**src/sv/rsscc_pkg.sv**
```systemverilog
// Shared types, codes and sizes for the RRT steer / sphere collision core.
// No dependencies; every other file of the block imports this package.
package rsscc_pkg;

    // Obstacle table size and derived widths
    localparam int MAX_OBSTACLES = 16;
    localparam int CNT_W = $clog2(MAX_OBSTACLES + 1);
    localparam int IDX_W = (MAX_OBSTACLES > 1) ? $clog2(MAX_OBSTACLES) : 1;

    // Iterative divider: 51-bit dividend, 34-bit divisor, 17 quotient bits
    localparam int DIV_NUM_W = 51;
    localparam int DIV_DEN_W = 34;
    localparam int DIV_QUO_W = 17;

    // Iterative square root: 34-bit radicand, 17-bit root
    localparam int SQ_IN_W   = 34;
    localparam int SQ_ROOT_W = 17;

    // Projection value for t = 1.0 in Q1.16
    localparam logic [16:0] T_ONE = 17'h1_0000;

    // Configuration register indexes and reset values
    localparam logic [7:0]  CFG_MAX_STEP = 8'd0;
    localparam logic [7:0]  CFG_MIN_STEP = 8'd1;
    localparam logic [14:0] MAX_STEP_RST = 15'd410;
    localparam logic [14:0] MIN_STEP_RST = 15'd1;

    typedef enum logic {
        OP_STORE = 1'b0,
        OP_CHECK = 1'b1
    } op_t;

    typedef enum logic [2:0] {
        ST_FREE   = 3'd0,
        ST_CLOSE  = 3'd1,
        ST_HIT    = 3'd2,
        ST_STORED = 3'd3,
        ST_FULL   = 3'd4
    } status_t;

    // One queued request
    typedef struct packed {
        op_t                op;
        logic signed [15:0] px;
        logic signed [15:0] py;
        logic signed [15:0] pz;
        logic [14:0]        radius;
        logic signed [15:0] nx;
        logic signed [15:0] ny;
        logic signed [15:0] nz;
    } item_t;

    // One obstacle table entry (63 bits)
    typedef struct packed {
        logic signed [15:0] x;
        logic signed [15:0] y;
        logic signed [15:0] z;
        logic [14:0]        r;
    } sphere_t;

    typedef struct packed {
        logic                 start;
        logic [DIV_NUM_W-1:0] num;
        logic [DIV_DEN_W-1:0] den;
    } div_req_t;

    typedef struct packed {
        logic                 done;
        logic [DIV_QUO_W-1:0] quo;
    } div_rsp_t;

    typedef struct packed {
        logic               start;
        logic [SQ_IN_W-1:0] val;
    } sqrt_req_t;

    typedef struct packed {
        logic                 done;
        logic [SQ_ROOT_W-1:0] root;
        logic                 rem_nz;
    } sqrt_rsp_t;

    // Back-end sequencer states
    typedef enum logic [4:0] {
        BS_IDLE,
        BS_D2,
        BS_SQGO,
        BS_SQRT,
        BS_SMUL,
        BS_SGO,
        BS_SDIV,
        BS_LEN,
        BS_LCHK,
        BS_ORD,
        BS_OC,
        BS_PDOT,
        BS_PCHK,
        BS_PDIV,
        BS_QMUL,
        BS_EDOT,
        BS_ECHK,
        BS_RESULT
    } bstate_t;

endpackage

```
**src/sv/rsscc_front.sv**
```systemverilog
// Front end: takes requests from the input channel, tags the operation and
// buffers them in a two-entry queue for the back end. Uses rsscc_pkg.
module rsscc_front
    import rsscc_pkg::*;
(
    input  logic               clk,
    input  logic               rst_n,
    input  logic               in_valid,
    output logic               in_ready,
    input  logic               operation,
    input  logic signed [15:0] point_x,
    input  logic signed [15:0] point_y,
    input  logic signed [15:0] point_z,
    input  logic [14:0]        radius,
    input  logic signed [15:0] near_x,
    input  logic signed [15:0] near_y,
    input  logic signed [15:0] near_z,
    output logic               q_valid,
    output item_t              q_item,
    input  logic               q_pop
);

    localparam int QDEPTH = 2;

    item_t       q_mem_reg [QDEPTH];
    logic        wr_ptr_reg, wr_ptr_next;
    logic        rd_ptr_reg, rd_ptr_next;
    logic [1:0]  q_cnt_reg, q_cnt_next;
    item_t       in_item;
    logic        push;
    logic        pop;

    // Classify and pack the incoming request
    always_comb
    begin
        in_item.op     = op_t'(operation);
        in_item.px     = point_x;
        in_item.py     = point_y;
        in_item.pz     = point_z;
        in_item.radius = radius;
        in_item.nx     = near_x;
        in_item.ny     = near_y;
        in_item.nz     = near_z;
    end

    assign in_ready = (q_cnt_reg != 2'(QDEPTH));
    assign q_valid  = (q_cnt_reg != 2'd0);
    assign q_item   = q_mem_reg[rd_ptr_reg];
    assign push     = in_valid && in_ready;
    assign pop      = q_pop && q_valid;

    // Queue pointers and fill level
    always_comb
    begin
        wr_ptr_next = push ? ~wr_ptr_reg : wr_ptr_reg;
        rd_ptr_next = pop ? ~rd_ptr_reg : rd_ptr_reg;
        q_cnt_next  = q_cnt_reg;
        if (push && !pop)
        begin
            q_cnt_next = q_cnt_reg + 2'd1;
        end
        else if (pop && !push)
        begin
            q_cnt_next = q_cnt_reg - 2'd1;
        end
    end

    always_ff @(posedge clk or negedge rst_n)
    begin
        if (!rst_n)
        begin
            wr_ptr_reg <= 1'b0;
            rd_ptr_reg <= 1'b0;
            q_cnt_reg  <= 2'd0;
        end
        else
        begin
            wr_ptr_reg <= wr_ptr_next;
            rd_ptr_reg <= rd_ptr_next;
            q_cnt_reg  <= q_cnt_next;
        end
    end

    // Queue storage
    always_ff @(posedge clk)
    begin
        if (push)
        begin
            q_mem_reg[wr_ptr_reg] <= in_item;
        end
    end

endmodule

```
**src/sv/rsscc_div.sv**
```systemverilog
// Restoring divider, one quotient bit per cycle, shared by the steering and
// projection steps. Uses rsscc_pkg for widths and request/response structs.
module rsscc_div
    import rsscc_pkg::*;
(
    input  logic     clk,
    input  logic     rst_n,
    input  div_req_t req,
    output div_rsp_t rsp
);

    logic                 busy_reg, busy_next;
    logic                 done_reg, done_next;
    logic [4:0]           cnt_reg, cnt_next;
    logic [DIV_NUM_W-1:0] rem_reg, rem_next;
    logic [DIV_NUM_W-1:0] dsh_reg, dsh_next;
    logic [DIV_QUO_W-1:0] quo_reg, quo_next;
    logic [DIV_NUM_W:0]   trial;

    assign trial = {1'b0, rem_reg} - {1'b0, dsh_reg};

    // One trial subtraction per cycle, divisor shifted down each step
    always_comb
    begin
        busy_next = busy_reg;
        done_next = 1'b0;
        cnt_next  = cnt_reg;
        rem_next  = rem_reg;
        dsh_next  = dsh_reg;
        quo_next  = quo_reg;
        if (req.start)
        begin
            busy_next = 1'b1;
            cnt_next  = 5'(DIV_QUO_W - 1);
            rem_next  = req.num;
            dsh_next  = DIV_NUM_W'(req.den) << (DIV_QUO_W - 1);
            quo_next  = '0;
        end
        else if (busy_reg)
        begin
            if (!trial[DIV_NUM_W])
            begin
                rem_next = trial[DIV_NUM_W-1:0];
                quo_next = {quo_reg[DIV_QUO_W-2:0], 1'b1};
            end
            else
            begin
                quo_next = {quo_reg[DIV_QUO_W-2:0], 1'b0};
            end
            dsh_next = dsh_reg >> 1;
            if (cnt_reg == 5'd0)
            begin
                busy_next = 1'b0;
                done_next = 1'b1;
            end
            else
            begin
                cnt_next = cnt_reg - 5'd1;
            end
        end
    end

    always_ff @(posedge clk or negedge rst_n)
    begin
        if (!rst_n)
        begin
            busy_reg <= 1'b0;
            done_reg <= 1'b0;
            cnt_reg  <= 5'd0;
        end
        else
        begin
            busy_reg <= busy_next;
            done_reg <= done_next;
            cnt_reg  <= cnt_next;
        end
    end

    always_ff @(posedge clk)
    begin
        rem_reg <= rem_next;
        dsh_reg <= dsh_next;
        quo_reg <= quo_next;
    end

    assign rsp.done = done_reg;
    assign rsp.quo  = quo_reg;

endmodule

```
**src/sv/rsscc_sqrt.sv**
```systemverilog
// Integer square root, two radicand bits per cycle, with a flag for a
// nonzero remainder. Uses rsscc_pkg for widths and structs.
module rsscc_sqrt
    import rsscc_pkg::*;
(
    input  logic      clk,
    input  logic      rst_n,
    input  sqrt_req_t req,
    output sqrt_rsp_t rsp
);

    logic                busy_reg, busy_next;
    logic                done_reg, done_next;
    logic [SQ_IN_W-1:0]  v_reg, v_next;
    logic [SQ_IN_W:0]    res_reg, res_next;
    logic [SQ_IN_W-1:0]  bit_reg, bit_next;
    logic [SQ_IN_W:0]    sum;
    logic                ge;

    assign sum = res_reg + (SQ_IN_W + 1)'(bit_reg);
    assign ge  = ((SQ_IN_W + 1)'(v_reg) >= sum);

    // Digit-by-digit root: subtract (res + bit) when it fits
    always_comb
    begin
        busy_next = busy_reg;
        done_next = 1'b0;
        v_next    = v_reg;
        res_next  = res_reg;
        bit_next  = bit_reg;
        if (req.start)
        begin
            busy_next = 1'b1;
            v_next    = req.val;
            res_next  = '0;
            bit_next  = SQ_IN_W'(1) << (2 * (SQ_ROOT_W - 1));
        end
        else if (busy_reg)
        begin
            if (ge)
            begin
                v_next   = SQ_IN_W'((SQ_IN_W + 1)'(v_reg) - sum);
                res_next = (res_reg >> 1) + (SQ_IN_W + 1)'(bit_reg);
            end
            else
            begin
                res_next = res_reg >> 1;
            end
            bit_next = bit_reg >> 2;
            if (bit_reg[0])
            begin
                busy_next = 1'b0;
                done_next = 1'b1;
            end
        end
    end

    always_ff @(posedge clk or negedge rst_n)
    begin
        if (!rst_n)
        begin
            busy_reg <= 1'b0;
            done_reg <= 1'b0;
        end
        else
        begin
            busy_reg <= busy_next;
            done_reg <= done_next;
        end
    end

    always_ff @(posedge clk)
    begin
        v_reg   <= v_next;
        res_reg <= res_next;
        bit_reg <= bit_next;
    end

    assign rsp.done   = done_reg;
    assign rsp.root   = res_reg[SQ_ROOT_W-1:0];
    assign rsp.rem_nz = |v_reg;

endmodule

```
**src/sv/rsscc_back.sv**
```systemverilog
// Back end: obstacle table, sequencer with one shared 18x18 multiplier,
// steering, per-obstacle segment test and the output register.
// Uses rsscc_pkg; drives rsscc_div and rsscc_sqrt through their structs.
module rsscc_back
    import rsscc_pkg::*;
(
    input  logic               clk,
    input  logic               rst_n,
    input  logic [14:0]        step_limit,
    input  logic [14:0]        step_floor,
    input  logic               q_valid,
    input  item_t              q_item,
    output logic               q_pop,
    output div_req_t           div_req,
    input  div_rsp_t           div_rsp,
    output sqrt_req_t          sq_req,
    input  sqrt_rsp_t          sq_rsp,
    output logic               out_valid,
    input  logic               out_ready,
    output logic [2:0]         status,
    output logic signed [15:0] new_x,
    output logic signed [15:0] new_y,
    output logic signed [15:0] new_z
);

    localparam logic [2:0] K_LAST = 3'd4;
    localparam int         AXES   = 3;

    bstate_t               state_reg, state_next;
    logic [2:0]            k_reg, k_next;
    logic [IDX_W-1:0]      idx_reg, idx_next;
    logic [CNT_W-1:0]      cnt_reg, cnt_next;
    logic signed [15:0]    n_reg [AXES];
    logic signed [15:0]    n_next [AXES];
    logic signed [17:0]    s_reg [AXES];
    logic signed [17:0]    s_next [AXES];
    logic signed [16:0]    c_reg [AXES];
    logic signed [16:0]    c_next [AXES];
    logic signed [17:0]    e_reg [AXES];
    logic signed [17:0]    e_next [AXES];
    logic [14:0]           r_reg, r_next;
    logic [16:0]           dist_reg, dist_next;
    logic [33:0]           len_reg, len_next;
    logic [16:0]           t_reg, t_next;
    logic signed [37:0]    acc_reg, acc_next;
    logic signed [35:0]    prod_reg, prod_next;
    status_t               res_reg, res_next;
    logic                  out_valid_reg, out_valid_next;
    status_t               out_status_reg, out_status_next;
    logic signed [15:0]    out_x_reg, out_x_next;
    logic signed [15:0]    out_y_reg, out_y_next;
    logic signed [15:0]    out_z_reg, out_z_next;

    sphere_t               tbl_mem [MAX_OBSTACLES];
    sphere_t               rdata_reg;
    logic                  tbl_we;
    sphere_t               tbl_wdata;

    logic signed [17:0]    mul_a, mul_b;
    logic signed [35:0]    mul_p;
    logic signed [17:0]    sk, ek;
    logic signed [16:0]    ck;
    logic [35:0]           prod_mag;
    logic [18:0]           qmag;
    logic signed [18:0]    qrnd;
    logic                  too_close, need_steer;
    logic                  proj_zero, proj_full;
    logic                  last_obst, out_free, is_dot;

    assign mul_p = mul_a * mul_b;

    // Per-axis operands for the current step
    always_comb
    begin
        sk = '0;
        ck = '0;
        ek = '0;
        for (int j = 0; j < AXES; j++)
        begin
            if (k_reg == 3'(j))
            begin
                sk = s_reg[j];
                ck = c_reg[j];
                ek = e_reg[j];
            end
        end
    end

    // Decision terms
    assign too_close  = (sq_rsp.root < 17'(step_floor));
    assign need_steer = (sq_rsp.root > 17'(step_limit)) ||
                        ((sq_rsp.root == 17'(step_limit)) && sq_rsp.rem_nz);
    assign proj_zero  = (acc_reg <= 38'sd0) || (len_reg == 34'd0);
    assign proj_full  = (acc_reg >= $signed({4'b0, len_reg}));
    assign last_obst  = ((CNT_W'(idx_reg) + CNT_W'(1)) == cnt_reg);
    assign out_free   = !out_valid_reg || out_ready;
    assign is_dot     = (state_reg == BS_D2) || (state_reg == BS_LEN) ||
                        (state_reg == BS_PDOT) || (state_reg == BS_EDOT);

    // Rounded product / 65536, ties away from zero
    assign prod_mag = prod_reg[35] ? 36'(-prod_reg) : 36'(prod_reg);
    assign qmag     = 19'((prod_mag + 36'd32768) >> 16);
    assign qrnd     = prod_reg[35] ? -$signed(qmag) : $signed(qmag);

    // Next state
    always_comb
    begin
        state_next = state_reg;
        unique case (state_reg)
            BS_IDLE:
            begin
                if (q_valid)
                begin
                    state_next = (q_item.op == OP_STORE) ? BS_RESULT : BS_D2;
                end
            end
            BS_D2:   if (k_reg == K_LAST) state_next = BS_SQGO;
            BS_SQGO: state_next = BS_SQRT;
            BS_SQRT:
            begin
                if (sq_rsp.done)
                begin
                    if (too_close)
                        state_next = BS_RESULT;
                    else if (need_steer)
                        state_next = BS_SMUL;
                    else
                        state_next = BS_LEN;
                end
            end
            BS_SMUL: state_next = BS_SGO;
            BS_SGO:  state_next = BS_SDIV;
            BS_SDIV:
            begin
                if (div_rsp.done)
                begin
                    state_next = (k_reg == 3'(AXES - 1)) ? BS_LEN : BS_SMUL;
                end
            end
            BS_LEN:  if (k_reg == K_LAST) state_next = BS_LCHK;
            BS_LCHK: state_next = (cnt_reg == '0) ? BS_RESULT : BS_ORD;
            BS_ORD:  state_next = BS_OC;
            BS_OC:   state_next = BS_PDOT;
            BS_PDOT: if (k_reg == K_LAST) state_next = BS_PCHK;
            BS_PCHK: state_next = (proj_zero || proj_full) ? BS_QMUL : BS_PDIV;
            BS_PDIV: if (div_rsp.done) state_next = BS_QMUL;
            BS_QMUL: if (k_reg == 3'(AXES)) state_next = BS_EDOT;
            BS_EDOT: if (k_reg == K_LAST) state_next = BS_ECHK;
            BS_ECHK:
            begin
                if ((acc_reg <= 38'sd0) || last_obst)
                    state_next = BS_RESULT;
                else
                    state_next = BS_ORD;
            end
            BS_RESULT: if (out_free) state_next = BS_IDLE;
            default: state_next = BS_IDLE;
        endcase
    end

    // Datapath and handshake outputs
    always_comb
    begin
        k_next          = k_reg;
        idx_next        = idx_reg;
        cnt_next        = cnt_reg;
        n_next          = n_reg;
        s_next          = s_reg;
        c_next          = c_reg;
        e_next          = e_reg;
        r_next          = r_reg;
        dist_next       = dist_reg;
        len_next        = len_reg;
        t_next          = t_reg;
        acc_next        = acc_reg;
        res_next        = res_reg;
        out_valid_next  = out_valid_reg && !out_ready;
        out_status_next = out_status_reg;
        out_x_next      = out_x_reg;
        out_y_next      = out_y_reg;
        out_z_next      = out_z_reg;
        q_pop           = 1'b0;
        tbl_we          = 1'b0;
        tbl_wdata.x     = q_item.px;
        tbl_wdata.y     = q_item.py;
        tbl_wdata.z     = q_item.pz;
        tbl_wdata.r     = q_item.radius;
        div_req         = '0;
        sq_req          = '0;
        mul_a           = '0;
        mul_b           = '0;

        // Shared dot-product loop: three products, one extra slot, one flush
        if (is_dot)
        begin
            acc_next = (k_reg == 3'd0) ? 38'sd0 : acc_reg + 38'(prod_reg);
            k_next   = (k_reg == K_LAST) ? 3'd0 : k_reg + 3'd1;
        end

        case (state_reg)
            BS_IDLE:
            begin
                if (q_valid)
                begin
                    q_pop     = 1'b1;
                    k_next    = 3'd0;
                    n_next[0] = q_item.nx;
                    n_next[1] = q_item.ny;
                    n_next[2] = q_item.nz;
                    s_next[0] = 18'(17'(q_item.px) - 17'(q_item.nx));
                    s_next[1] = 18'(17'(q_item.py) - 17'(q_item.ny));
                    s_next[2] = 18'(17'(q_item.pz) - 17'(q_item.nz));
                    if (q_item.op == OP_STORE)
                    begin
                        if (cnt_reg < CNT_W'(MAX_OBSTACLES))
                        begin
                            tbl_we   = 1'b1;
                            cnt_next = cnt_reg + CNT_W'(1);
                            res_next = ST_STORED;
                        end
                        else
                        begin
                            res_next = ST_FULL;
                        end
                    end
                end
            end
            BS_D2, BS_LEN:
            begin
                mul_a = sk;
                mul_b = sk;
            end
            BS_SQGO:
            begin
                sq_req.start = 1'b1;
                sq_req.val   = acc_reg[SQ_IN_W-1:0];
            end
            BS_SQRT:
            begin
                if (sq_rsp.done)
                begin
                    dist_next = sq_rsp.root;
                    k_next    = 3'd0;
                    if (too_close)
                    begin
                        res_next = ST_CLOSE;
                    end
                end
            end
            BS_SMUL:
            begin
                mul_a = sk;
                mul_b = $signed({3'b0, step_limit});
            end
            BS_SGO:
            begin
                div_req.start = 1'b1;
                div_req.num   = DIV_NUM_W'(prod_mag) + DIV_NUM_W'(dist_reg[16:1]);
                div_req.den   = DIV_DEN_W'(dist_reg);
            end
            BS_SDIV:
            begin
                if (div_rsp.done)
                begin
                    for (int j = 0; j < AXES; j++)
                    begin
                        if (k_reg == 3'(j))
                        begin
                            s_next[j] = s_reg[j][17] ? -$signed(18'(div_rsp.quo))
                                                     : $signed(18'(div_rsp.quo));
                        end
                    end
                    k_next = (k_reg == 3'(AXES - 1)) ? 3'd0 : k_reg + 3'd1;
                end
            end
            BS_LCHK:
            begin
                len_next = acc_reg[33:0];
                idx_next = '0;
                res_next = ST_FREE;
            end
            BS_OC:
            begin
                c_next[0] = 17'(rdata_reg.x) - 17'(n_reg[0]);
                c_next[1] = 17'(rdata_reg.y) - 17'(n_reg[1]);
                c_next[2] = 17'(rdata_reg.z) - 17'(n_reg[2]);
                r_next    = rdata_reg.r;
                k_next    = 3'd0;
            end
            BS_PDOT:
            begin
                mul_a = 18'(ck);
                mul_b = sk;
            end
            BS_PCHK:
            begin
                k_next = 3'd0;
                if (proj_zero)
                begin
                    t_next = '0;
                end
                else if (proj_full)
                begin
                    t_next = T_ONE;
                end
                else
                begin
                    div_req.start = 1'b1;
                    div_req.num   = {acc_reg[34:0], 16'b0};
                    div_req.den   = len_reg;
                end
            end
            BS_PDIV:
            begin
                if (div_rsp.done)
                begin
                    t_next = div_rsp.quo;
                end
            end
            BS_QMUL:
            begin
                // product for axis k, rounded offset of axis k-1
                mul_a = $signed({1'b0, t_reg});
                mul_b = sk;
                for (int j = 0; j < AXES; j++)
                begin
                    if (k_reg == 3'(j + 1))
                    begin
                        e_next[j] = 18'(19'(c_reg[j]) - qrnd);
                    end
                end
                k_next = (k_reg == 3'(AXES)) ? 3'd0 : k_reg + 3'd1;
            end
            BS_EDOT:
            begin
                if (k_reg == 3'(AXES))
                begin
                    mul_a = -$signed({3'b0, r_reg});
                    mul_b = $signed({3'b0, r_reg});
                end
                else
                begin
                    mul_a = ek;
                    mul_b = ek;
                end
            end
            BS_ECHK:
            begin
                if (acc_reg <= 38'sd0)
                begin
                    res_next = ST_HIT;
                end
                else if (!last_obst)
                begin
                    idx_next = idx_reg + IDX_W'(1);
                end
            end
            BS_RESULT:
            begin
                if (out_free)
                begin
                    out_valid_next  = 1'b1;
                    out_status_next = res_reg;
                    if (res_reg == ST_FREE)
                    begin
                        out_x_next = 16'(18'(n_reg[0]) + s_reg[0]);
                        out_y_next = 16'(18'(n_reg[1]) + s_reg[1]);
                        out_z_next = 16'(18'(n_reg[2]) + s_reg[2]);
                    end
                    else
                    begin
                        out_x_next = '0;
                        out_y_next = '0;
                        out_z_next = '0;
                    end
                end
            end
            default:
            begin
            end
        endcase
    end

    assign prod_next = mul_p;

    always_ff @(posedge clk or negedge rst_n)
    begin
        if (!rst_n)
        begin
            state_reg     <= BS_IDLE;
            k_reg         <= 3'd0;
            cnt_reg       <= '0;
            out_valid_reg <= 1'b0;
        end
        else
        begin
            state_reg     <= state_next;
            k_reg         <= k_next;
            cnt_reg       <= cnt_next;
            out_valid_reg <= out_valid_next;
        end
    end

    always_ff @(posedge clk)
    begin
        idx_reg        <= idx_next;
        n_reg          <= n_next;
        s_reg          <= s_next;
        c_reg          <= c_next;
        e_reg          <= e_next;
        r_reg          <= r_next;
        dist_reg       <= dist_next;
        len_reg        <= len_next;
        t_reg          <= t_next;
        acc_reg        <= acc_next;
        prod_reg       <= prod_next;
        res_reg        <= res_next;
        out_status_reg <= out_status_next;
        out_x_reg      <= out_x_next;
        out_y_reg      <= out_y_next;
        out_z_reg      <= out_z_next;
    end

    // Obstacle table: one write port, registered read at the walk index
    always_ff @(posedge clk)
    begin
        if (tbl_we)
        begin
            tbl_mem[cnt_reg[IDX_W-1:0]] <= tbl_wdata;
        end
        rdata_reg <= tbl_mem[idx_reg];
    end

    assign out_valid = out_valid_reg;
    assign status    = out_status_reg;
    assign new_x     = out_x_reg;
    assign new_y     = out_y_reg;
    assign new_z     = out_z_reg;

endmodule

```
**src/sv/rrt_steer_sphere_collision_check_core.sv**
```systemverilog
// Top level of the RRT steer and sphere collision core: configuration
// registers, front-end queue, back-end sequencer, divider and square root.
// Depends on rsscc_pkg, rsscc_front, rsscc_back, rsscc_div, rsscc_sqrt.
//
// Usage:
//   cfg channel (cfg_valid/cfg_ready, cfg_index, cfg_data) writes the step
//   limit (index 0) and the minimum step (index 1); other indexes are
//   ignored. cfg_ready is always high. Write only while the core is idle.
//   in channel carries one request: operation 0 stores a sphere obstacle,
//   operation 1 steers from near_* toward point_* and tests the segment.
//   out channel returns one result per request: status and new_x/y/z.
// Work per request:
//   store: writes the table entry, or reports a full table, then the result.
//   check: squared distance and square root for the distance test, three
//   divisions when the step is clipped, the step length, then per stored obstacle
//   walked a projection division where needed and two dot products on one multiplier.
// One request is worked on at a time; a two-entry queue takes further
// requests meanwhile. The result register lets the next request proceed
// while a result waits; when the receiver stalls with a result held, the
// core stops before loading the next result.
// Reset empties the obstacle table and restores step limit 410, minimum step 1.
module rrt_steer_sphere_collision_check_core
    import rsscc_pkg::*;
(
    input  logic               clk,
    input  logic               rst_n,
    input  logic               cfg_valid,
    output logic               cfg_ready,
    input  logic [7:0]         cfg_index,
    input  logic [14:0]        cfg_data,
    input  logic               in_valid,
    output logic               in_ready,
    input  logic               operation,
    input  logic signed [15:0] point_x,
    input  logic signed [15:0] point_y,
    input  logic signed [15:0] point_z,
    input  logic [14:0]        radius,
    input  logic signed [15:0] near_x,
    input  logic signed [15:0] near_y,
    input  logic signed [15:0] near_z,
    output logic               out_valid,
    input  logic               out_ready,
    output logic [2:0]         status,
    output logic signed [15:0] new_x,
    output logic signed [15:0] new_y,
    output logic signed [15:0] new_z
);

    logic [14:0] max_step_reg, max_step_next;
    logic [14:0] min_step_reg, min_step_next;
    logic        q_valid;
    item_t       q_item;
    logic        q_pop;
    div_req_t    div_req;
    div_rsp_t    div_rsp;
    sqrt_req_t   sq_req;
    sqrt_rsp_t   sq_rsp;

    assign cfg_ready = 1'b1;

    // Configuration register writes
    always_comb
    begin
        max_step_next = max_step_reg;
        min_step_next = min_step_reg;
        if (cfg_valid)
        begin
            unique case (cfg_index)
                CFG_MAX_STEP: max_step_next = cfg_data;
                CFG_MIN_STEP: min_step_next = cfg_data;
                default:
                begin
                end
            endcase
        end
    end

    always_ff @(posedge clk or negedge rst_n)
    begin
        if (!rst_n)
        begin
            max_step_reg <= MAX_STEP_RST;
            min_step_reg <= MIN_STEP_RST;
        end
        else
        begin
            max_step_reg <= max_step_next;
            min_step_reg <= min_step_next;
        end
    end

    rsscc_front u_front (
        .clk       (clk),
        .rst_n     (rst_n),
        .in_valid  (in_valid),
        .in_ready  (in_ready),
        .operation (operation),
        .point_x   (point_x),
        .point_y   (point_y),
        .point_z   (point_z),
        .radius    (radius),
        .near_x    (near_x),
        .near_y    (near_y),
        .near_z    (near_z),
        .q_valid   (q_valid),
        .q_item    (q_item),
        .q_pop     (q_pop)
    );

    rsscc_back u_back (
        .clk        (clk),
        .rst_n      (rst_n),
        .step_limit (max_step_reg),
        .step_floor (min_step_reg),
        .q_valid    (q_valid),
        .q_item     (q_item),
        .q_pop      (q_pop),
        .div_req    (div_req),
        .div_rsp    (div_rsp),
        .sq_req     (sq_req),
        .sq_rsp     (sq_rsp),
        .out_valid  (out_valid),
        .out_ready  (out_ready),
        .status     (status),
        .new_x      (new_x),
        .new_y      (new_y),
        .new_z      (new_z)
    );

    rsscc_div u_div (
        .clk   (clk),
        .rst_n (rst_n),
        .req   (div_req),
        .rsp   (div_rsp)
    );

    rsscc_sqrt u_sqrt (
        .clk   (clk),
        .rst_n (rst_n),
        .req   (sq_req),
        .rsp   (sq_rsp)
    );

endmodule

```
**config.mk**
```make
export PLATFORM = sky130hd
export DESIGN_NAME = rrt_steer_sphere_collision_check_core
export DESIGN_NICKNAME = d
export VERILOG_FILES = /design/src/sv/rsscc_pkg.sv /design/src/sv/rsscc_front.sv /design/src/sv/rsscc_div.sv /design/src/sv/rsscc_sqrt.sv /design/src/sv/rsscc_back.sv /design/src/sv/rrt_steer_sphere_collision_check_core.sv
export SDC_FILE = /design/constraint.sdc
export NUM_CORES = 2
export LEC_CHECK = 0
export BUFFER_PORTS_ARGS = -buffer_cell sky130_fd_sc_hd__buf_2
export CAP_MARGIN = 20
export CORE_MARGIN = 3
export CORE_UTILIZATION = 36
export DETAILED_ROUTE_END_ITERATION = 10
export PLACE_DENSITY = 0.5
export SLEW_MARGIN = 20
export SYNTH_ARGS = -nofsm -noshare
export SYNTH_HDL_FRONTEND = slang
export SYNTH_SLANG_ARGS = --single-unit
```
**constraint.sdc**
```tcl
create_clock -name clk -period 12.5 [get_ports clk]
set_clock_uncertainty 0.2 [all_clocks]
set_input_delay 0.625 -clock clk [delete_from_list [all_inputs] [get_ports clk]]
set_output_delay 0.625 -clock clk [all_outputs]
set_load 0.05 [all_outputs]
```
== Yosys cells after proc, flatten, opt, wreduce, memory -nomap -nowiden ==
Memory sizes are Yosys's and may differ from the RTL's. A register that Yosys moved wholly into a read port is not among the register bits.
Index checks and enable logic that the tools add are counted.

* Bits in registers: 683
* Latch bits: 0
* RAM bits: 1232
* ROM bits: 0
* Word-level logic and storage cells: 297
* Memories: 2

{| class="wikitable"
|+ Memory list
! memory !! words !! bits a word !! read ports !! clocked after Yosys merged registers in !! wr ports !! line !! RTL
|-
| u_back.tbl_mem || 16 || 63 || 1 || 1 || 1 || rsscc_back.sv:54 || <nowiki>sphere_t tbl_mem [MAX_OBSTACLES];</nowiki>
|-
| u_front.q_mem_reg || 2 || 112 || 1 || 0 || 1 || rsscc_front.sv:25 || <nowiki>item_t q_mem_reg [QDEPTH];</nowiki>
|}

* Add/subtract/negate cells: 30
* Multiply operators: 1
* Divide/modulo/power cells: 0
* Magnitude comparators: 6
* Eq/ne operators: 46
* Shifts and indexed selects: 0
* Multiplexer cells: 107
* Bitwise gates (word level): 3
* Reduce and logical (&&, ||, !) cells: 57

{| class="wikitable"
|+ Operator list
! cell !! count
|-
| $mux 18 || 15
|-
| $mux 86 || 2
|-
| $pmux 86 s2 || 1
|-
| $mux 51 || 3
|-
| $mux 54 || 2
|-
| $pmux 54 s2 || 1
|-
| $mux 17 || 6
|-
| $mux 34 || 3
|-
| $sub 16x16->17 || 6
|-
| $mux 50 || 2
|-
| $pmux 5 s18 || 1
|-
| $mux 5 || 17
|-
| $pmux 18 s4 || 1
|-
| $mux 35 || 2
|-
| $pmux 18 s3 || 1
|-
| $sub 17x18->18 || 3
|-
| $sub 51x50->52 || 1
|-
| $add 16x16->16 || 3
|-
| $eq 5x4->1 const B || 8
|-
| $mux 3 || 13
|-
| $add 38x36->38 || 1
|-
| $ge 38x35->1 || 1
|-
| $le 38x1->1 const B || 1
|-
| $add 36x16->37 || 1
|-
| 60 further kinds || 155
|}

== Logic depth before layout (Yosys ltp) ==
* Word-level depth: 7
* Depth in mapped cells: 37
* Gate-level depth less buffers: 34

== Cells and area by module ==
Synthesis repeated with hierarchy kept, for this count alone.

* Cells, all modules: 8790
* Area, all modules: 110191.9 um^2

{| class="wikitable"
|+ Modules (own cells, without submodules)
! module !! instances !! cells an instance !! area an instance (um^2) !! seq. area each (um^2)
|-
| rsscc_back || 1 || 6385 || 83924.2 || 44192.4
|-
| rsscc_front || 1 || 367 || 8569.5 || 6826.5
|-
| rsscc_div || 1 || 986 || 8476.9 || 3388.2
|-
| rsscc_sqrt || 1 || 982 || 8005.2 || 2112.0
|-
| rrt_steer_sphere_collision_check_core || 1 || 70 || 1216.2 || 758.2
|}

== Least setup slack after synthesis ==
OpenSTA, ideal clock, no wires.

* Kind: register -> register
* Start: register u_back.k_reg[0]
* End: register u_back.prod_reg[34]
* Data arrival time: 8.036 ns
* Required time: 12.180 ns
* Path slack: 4.144 ns
* Cell stages (with the launch flop): 34
* Period minus slack after synthesis: 8.356 ns
* Path through: dfrtp_1 > inv_1 > ha_1 > nand2_1 > nor2_1 > clkbuf_1 > clkbuf_1 > a221oi_1 > nor2_1 > o21ai_0 > a21oi_1 > a211oi_1 > clkbuf_1 > nor2_1 > fa_1 > inv_1 > fa_1 > fa_1 > inv_1 > fa_1 > fa_1 > inv_1 > fa_1 > inv_1 > ha_1 > and3_1 > nand3_1 > o21a_1 > o211ai_1 > a21oi_1 > o311a_1 > o21ai_0 > nor3_1 > a211o_1

* Word-level cells in the longest chain between the ends: 7

{| class="wikitable"
|+ RTL lines
! element !! line !! RTL
|-
| from (decl) || rsscc_back.sv:30 || <nowiki>logic [2:0] k_reg, k_next;</nowiki>
|-
| from (signal assigned) || rsscc_back.sv:398 || <nowiki>k_reg <= k_next;</nowiki>
|-
| $logic_not 3->1 || rsscc_back.sv:80 || <nowiki>if (k_reg == 3'(j))</nowiki>
|-
| $mux 18 (3 in series) || rsscc_back.sv:80 ||
|-
| $mux 18 || rsscc_back.sv:336 || <nowiki>if (k_reg == 3'(AXES))</nowiki>
|-
| $pmux 18 s4 / $pmux 18 s3 (equally long branches) || rsscc_back.sv:200 || <nowiki>case (state_reg)</nowiki>
|-
| $mul 18x18->36 * || rsscc_back.sv:70 || <nowiki>assign mul_p = mul_a * mul_b;</nowiki>
|-
| net u_back.mul_p[34] || rsscc_back.sv:60 || <nowiki>logic signed [35:0] mul_p;</nowiki>
|-
| to (signal assigned) || rsscc_back.sv:416 || <nowiki>prod_reg <= prod_next;</nowiki>
|-
| to (decl) || rsscc_back.sv:46 || <nowiki>logic signed [35:0] prod_reg, prod_next;</nowiki>
|}

Mark *: on every way through the listed nets, which the timed path passes. The rest lies on a longest branch.
A chain may end at the register's enable or synchronous reset.

== Final worst setup path ==
* Start: register u_back.k_reg[0]
* End: register u_back.prod_reg[35]

The elaborated chain is that of the path after synthesis.

==> metrics.txt <==
outcome complete, no violations; total CTS buffers 224; root buffer cell clkbuf_16; DR WL/cell 27.1 um; met1 Usage GRT 0.306; First-pass DRT Iterations 10; WHS Path Cells 5; max incr delay on CP 870 ps; proportion of synthesized area in mux cells 0.0861; Die ar. 308000 sq um; pin count of the biggest net entering global routing 104; initial DRC count 7418; number of synthesized flops with an enable pin 1737; max FFs per register 1008; Avg Cell Area, Syn 12.6 sq um; crit end category flop; Placed Area 114000 sq um; synthesis-to-finish area growth 13.8%; IO Pins 194; Worst-path clk slew 60 ps; critical path fanouts, max 30; minimum clock period 10190 ps; Synth Flop Type edfxtp_1; remaining global-route overflow 0; count of cell types in the netlist 105; Die W 555 um; Clock Tree Buf Depth 4; hold_ws 176 ps; design area 123000 sq um; Final period util 0.815; Die Y-Extent 555 um; mapped cell area 108000 sq um; postcts setup bufs 0; cell taking the most area after synthesis edfxtp_1; Data arrival, critical path 10770 ps; top post-synthesis cells by area edfxtp_1, mux4_2, fa_1, ha_1, dfxtp_1; number of remaining DRC errors 0; Hold Crit Class input port to flop; Hold Path Sink max_step_reg[4]; post-CTS sizing 0; Routed WL 355000 um; first-pass GRT wire length 513000 um; Hold Crit Start cfg_index[0]; Synth Area in Compound Gates 0.0924; flops & latches, synth 1978; Vias/cell 5.52; Detail Route Antenna Nets 0; share of layout cells above drive strength 1 0.134; area share of the largest cell type after synthesis 0.481; Row Count 200; final RePlAce weighted congestion 0.955; Final Hold Fails 0; slowest CP cell fa_1; power density cells 286 nW/um^2; setup ws final 2310 ps; unrepaired setup endpoints after global routing false; Util after Layout 0.414; xor and xnor area share after synthesis 0.0355; Leakage 0.0468 uW; Max Cap Viol 0; CTS tree done; total track usage 0.226; DP Wirelength 252000 um; Nets 9966; YS warnings 0; met3 Resource Use GR 0.0227; GR peak layer met2; top-count cell post-synth edfxtp_1; setup slack after placement 2470 ps; flop2flop setup slack 2310 ps; Max Freq 0.0982 GHz; clk sinks 1978; sequential-to-total area share from yosys stat 0.528; critical path type flop to flop; worst r2r src u_back.k_reg[0]; Peak supply drop 150 uV; Post-Syn Instances 8582; fin. max-slew vios 0; worst-skew pair later-pin latency 940 ps; final setup fails 0; pin slew with the least headroom to its limit 1160 ps; Async SR Flop Fraction 0.0288; adder-cell share of the synthesized area 0.126; Top cell by count, worst path inv_1; Storage cell area 57300 sq um; vias in the first global route 72867; Reg2Reg Capture Point u_back.prod_reg[35]; core area 298000 sq um; setup_tns 0 ps; I/O Buffers 192; initial antenna violation count 10; Initial Utilization 0.363; via count 72158; Worst setup SP type flop; Post-synth top cells edfxtp_1, inv_1, nor2_1, nand2_1, ha_1; WP data required 13080 ps; multi-input combinational cell area 47000 sq um; syn nets 9607; simple-gate share of the synthesized area 0.0903; fill count 27918; Slew headroom 0.216; H-tree Lvls 4; FF-to-FF path depth 33; GRT met2 Usage 0.380; main combinational cell family by area after synthesis adder cells
-- worst max-delay path, delay by kind of cell, from the launching register on --
kind | cells | cell delay, ps
simple gates | 6 | 1680
buf+inv | 7 | 910
compound gates | 12 | 3160
flops | 1 | 400
fa+ha+maj | 8 | 3710
-- stage by stage --
| step | instances | total power, uW |
|---|---|---|
| 4_1_cts | 13071 | 35300 |
| 2_1_floorplan | 8582 | 22300 |
| 5_1_grt | 13074 | 37600 |
| 3_3_place_gp | 12522 | 28100 |
| 3_5_place_dp | 12522 | 28300 |
| 6_report | 13079 | 35300 |
-- area by class of cell --
class                   count  area share
clock inverters           146      0.0138
inverters                 859      0.0261
clock buffers             273      0.0479
diodes                      6    0.000122
well taps                3939      0.0399
repair buffers            455      0.0269
multi-input cells        5423       0.381
flip-flops and latches   1978       0.464
-- metal layers --
| layer | wire length [um] | vias up | part of all wire |
|---|---|---|---|
| met4 | 13600 | 4 | 0.038 |
| met2 | 171000 | 2394 | 0.48 |
| met5 | 24 | - | 0.000068 |
| met3 | 17900 | 537 | 0.050 |
| met1 | 152000 | 36983 | 0.43 |
| li1 | - | 32240 | - |
-- layout by cell type, fill, tap and decap left out, drive strengths merged, types with 47 or more instances in the layout --
cell type       n
nand4          59
xor2          169
and2           49
o31ai          50
clkbuf        273
dfxtp         184
nor2b         109
dlygate4sd3   130
and3           50
edfxtp       1737
nand2         575
nor2          656
clkinv         96
nor4           58
nor3          154
mux4          315
fa            346
a21o          106
a211oi         56
nand3         102
buf           325
ha            539
a31oi          65
or3            73
mux2           90
o21ai         378
a21boi         47
a21oi         350
xnor2         257
inv           866
nand2b         76
mux2i         122
dfrtp          51
o21a           54
-- kinds of logic after synthesis --
| group | count (synthesis) |
|---|---|
| compound gates | 1512 |
| xor+xnor | 429 |
| fa+ha+maj | 885 |
| buf+inv | 1181 |
| flops | 1978 |
| mux | 527 |
| other cells | 1 |
| simple gates | 2069 |
-- worst max-delay path by stage --
| stage | startpoint | endpoint | slack [ps] |
|---|---|---|---|
| global placement | u_back.k_reg[0] | u_back.prod_reg[32] | 2470 |
| finish | u_back.k_reg[0] | u_back.prod_reg[35] | 2310 |
| detailed placement | u_back.k_reg[0] | u_back.prod_reg[35] | 2470 |
| CTS | u_back.k_reg[0] | u_back.prod_reg[35] | 2430 |
| global route | u_back.k_reg[0] | u_back.prod_reg[35] | 1790 |
| floorplan | u_back.k_reg[0] | u_back.prod_reg[34] | 4140 |
-- where the power goes --
group | switching (uW) | internal, uW | total (uW)
clock | 2840 | 4000 | 6840
sequential | 1170 | 9400 | 10600
combinational | 11400 | 6490 | 17900
total | 15400 | 19900 | 35300
-- timing repair --
| item | CTS | global route |
|---|---|---|
| hold endpoints to repair | 307 | 0 |
| hold buffers | 130 | 0 |
| endpoints found under the setup margin | 0 | 0 |
Note: power is estimated with default switching activity, not from simulation.
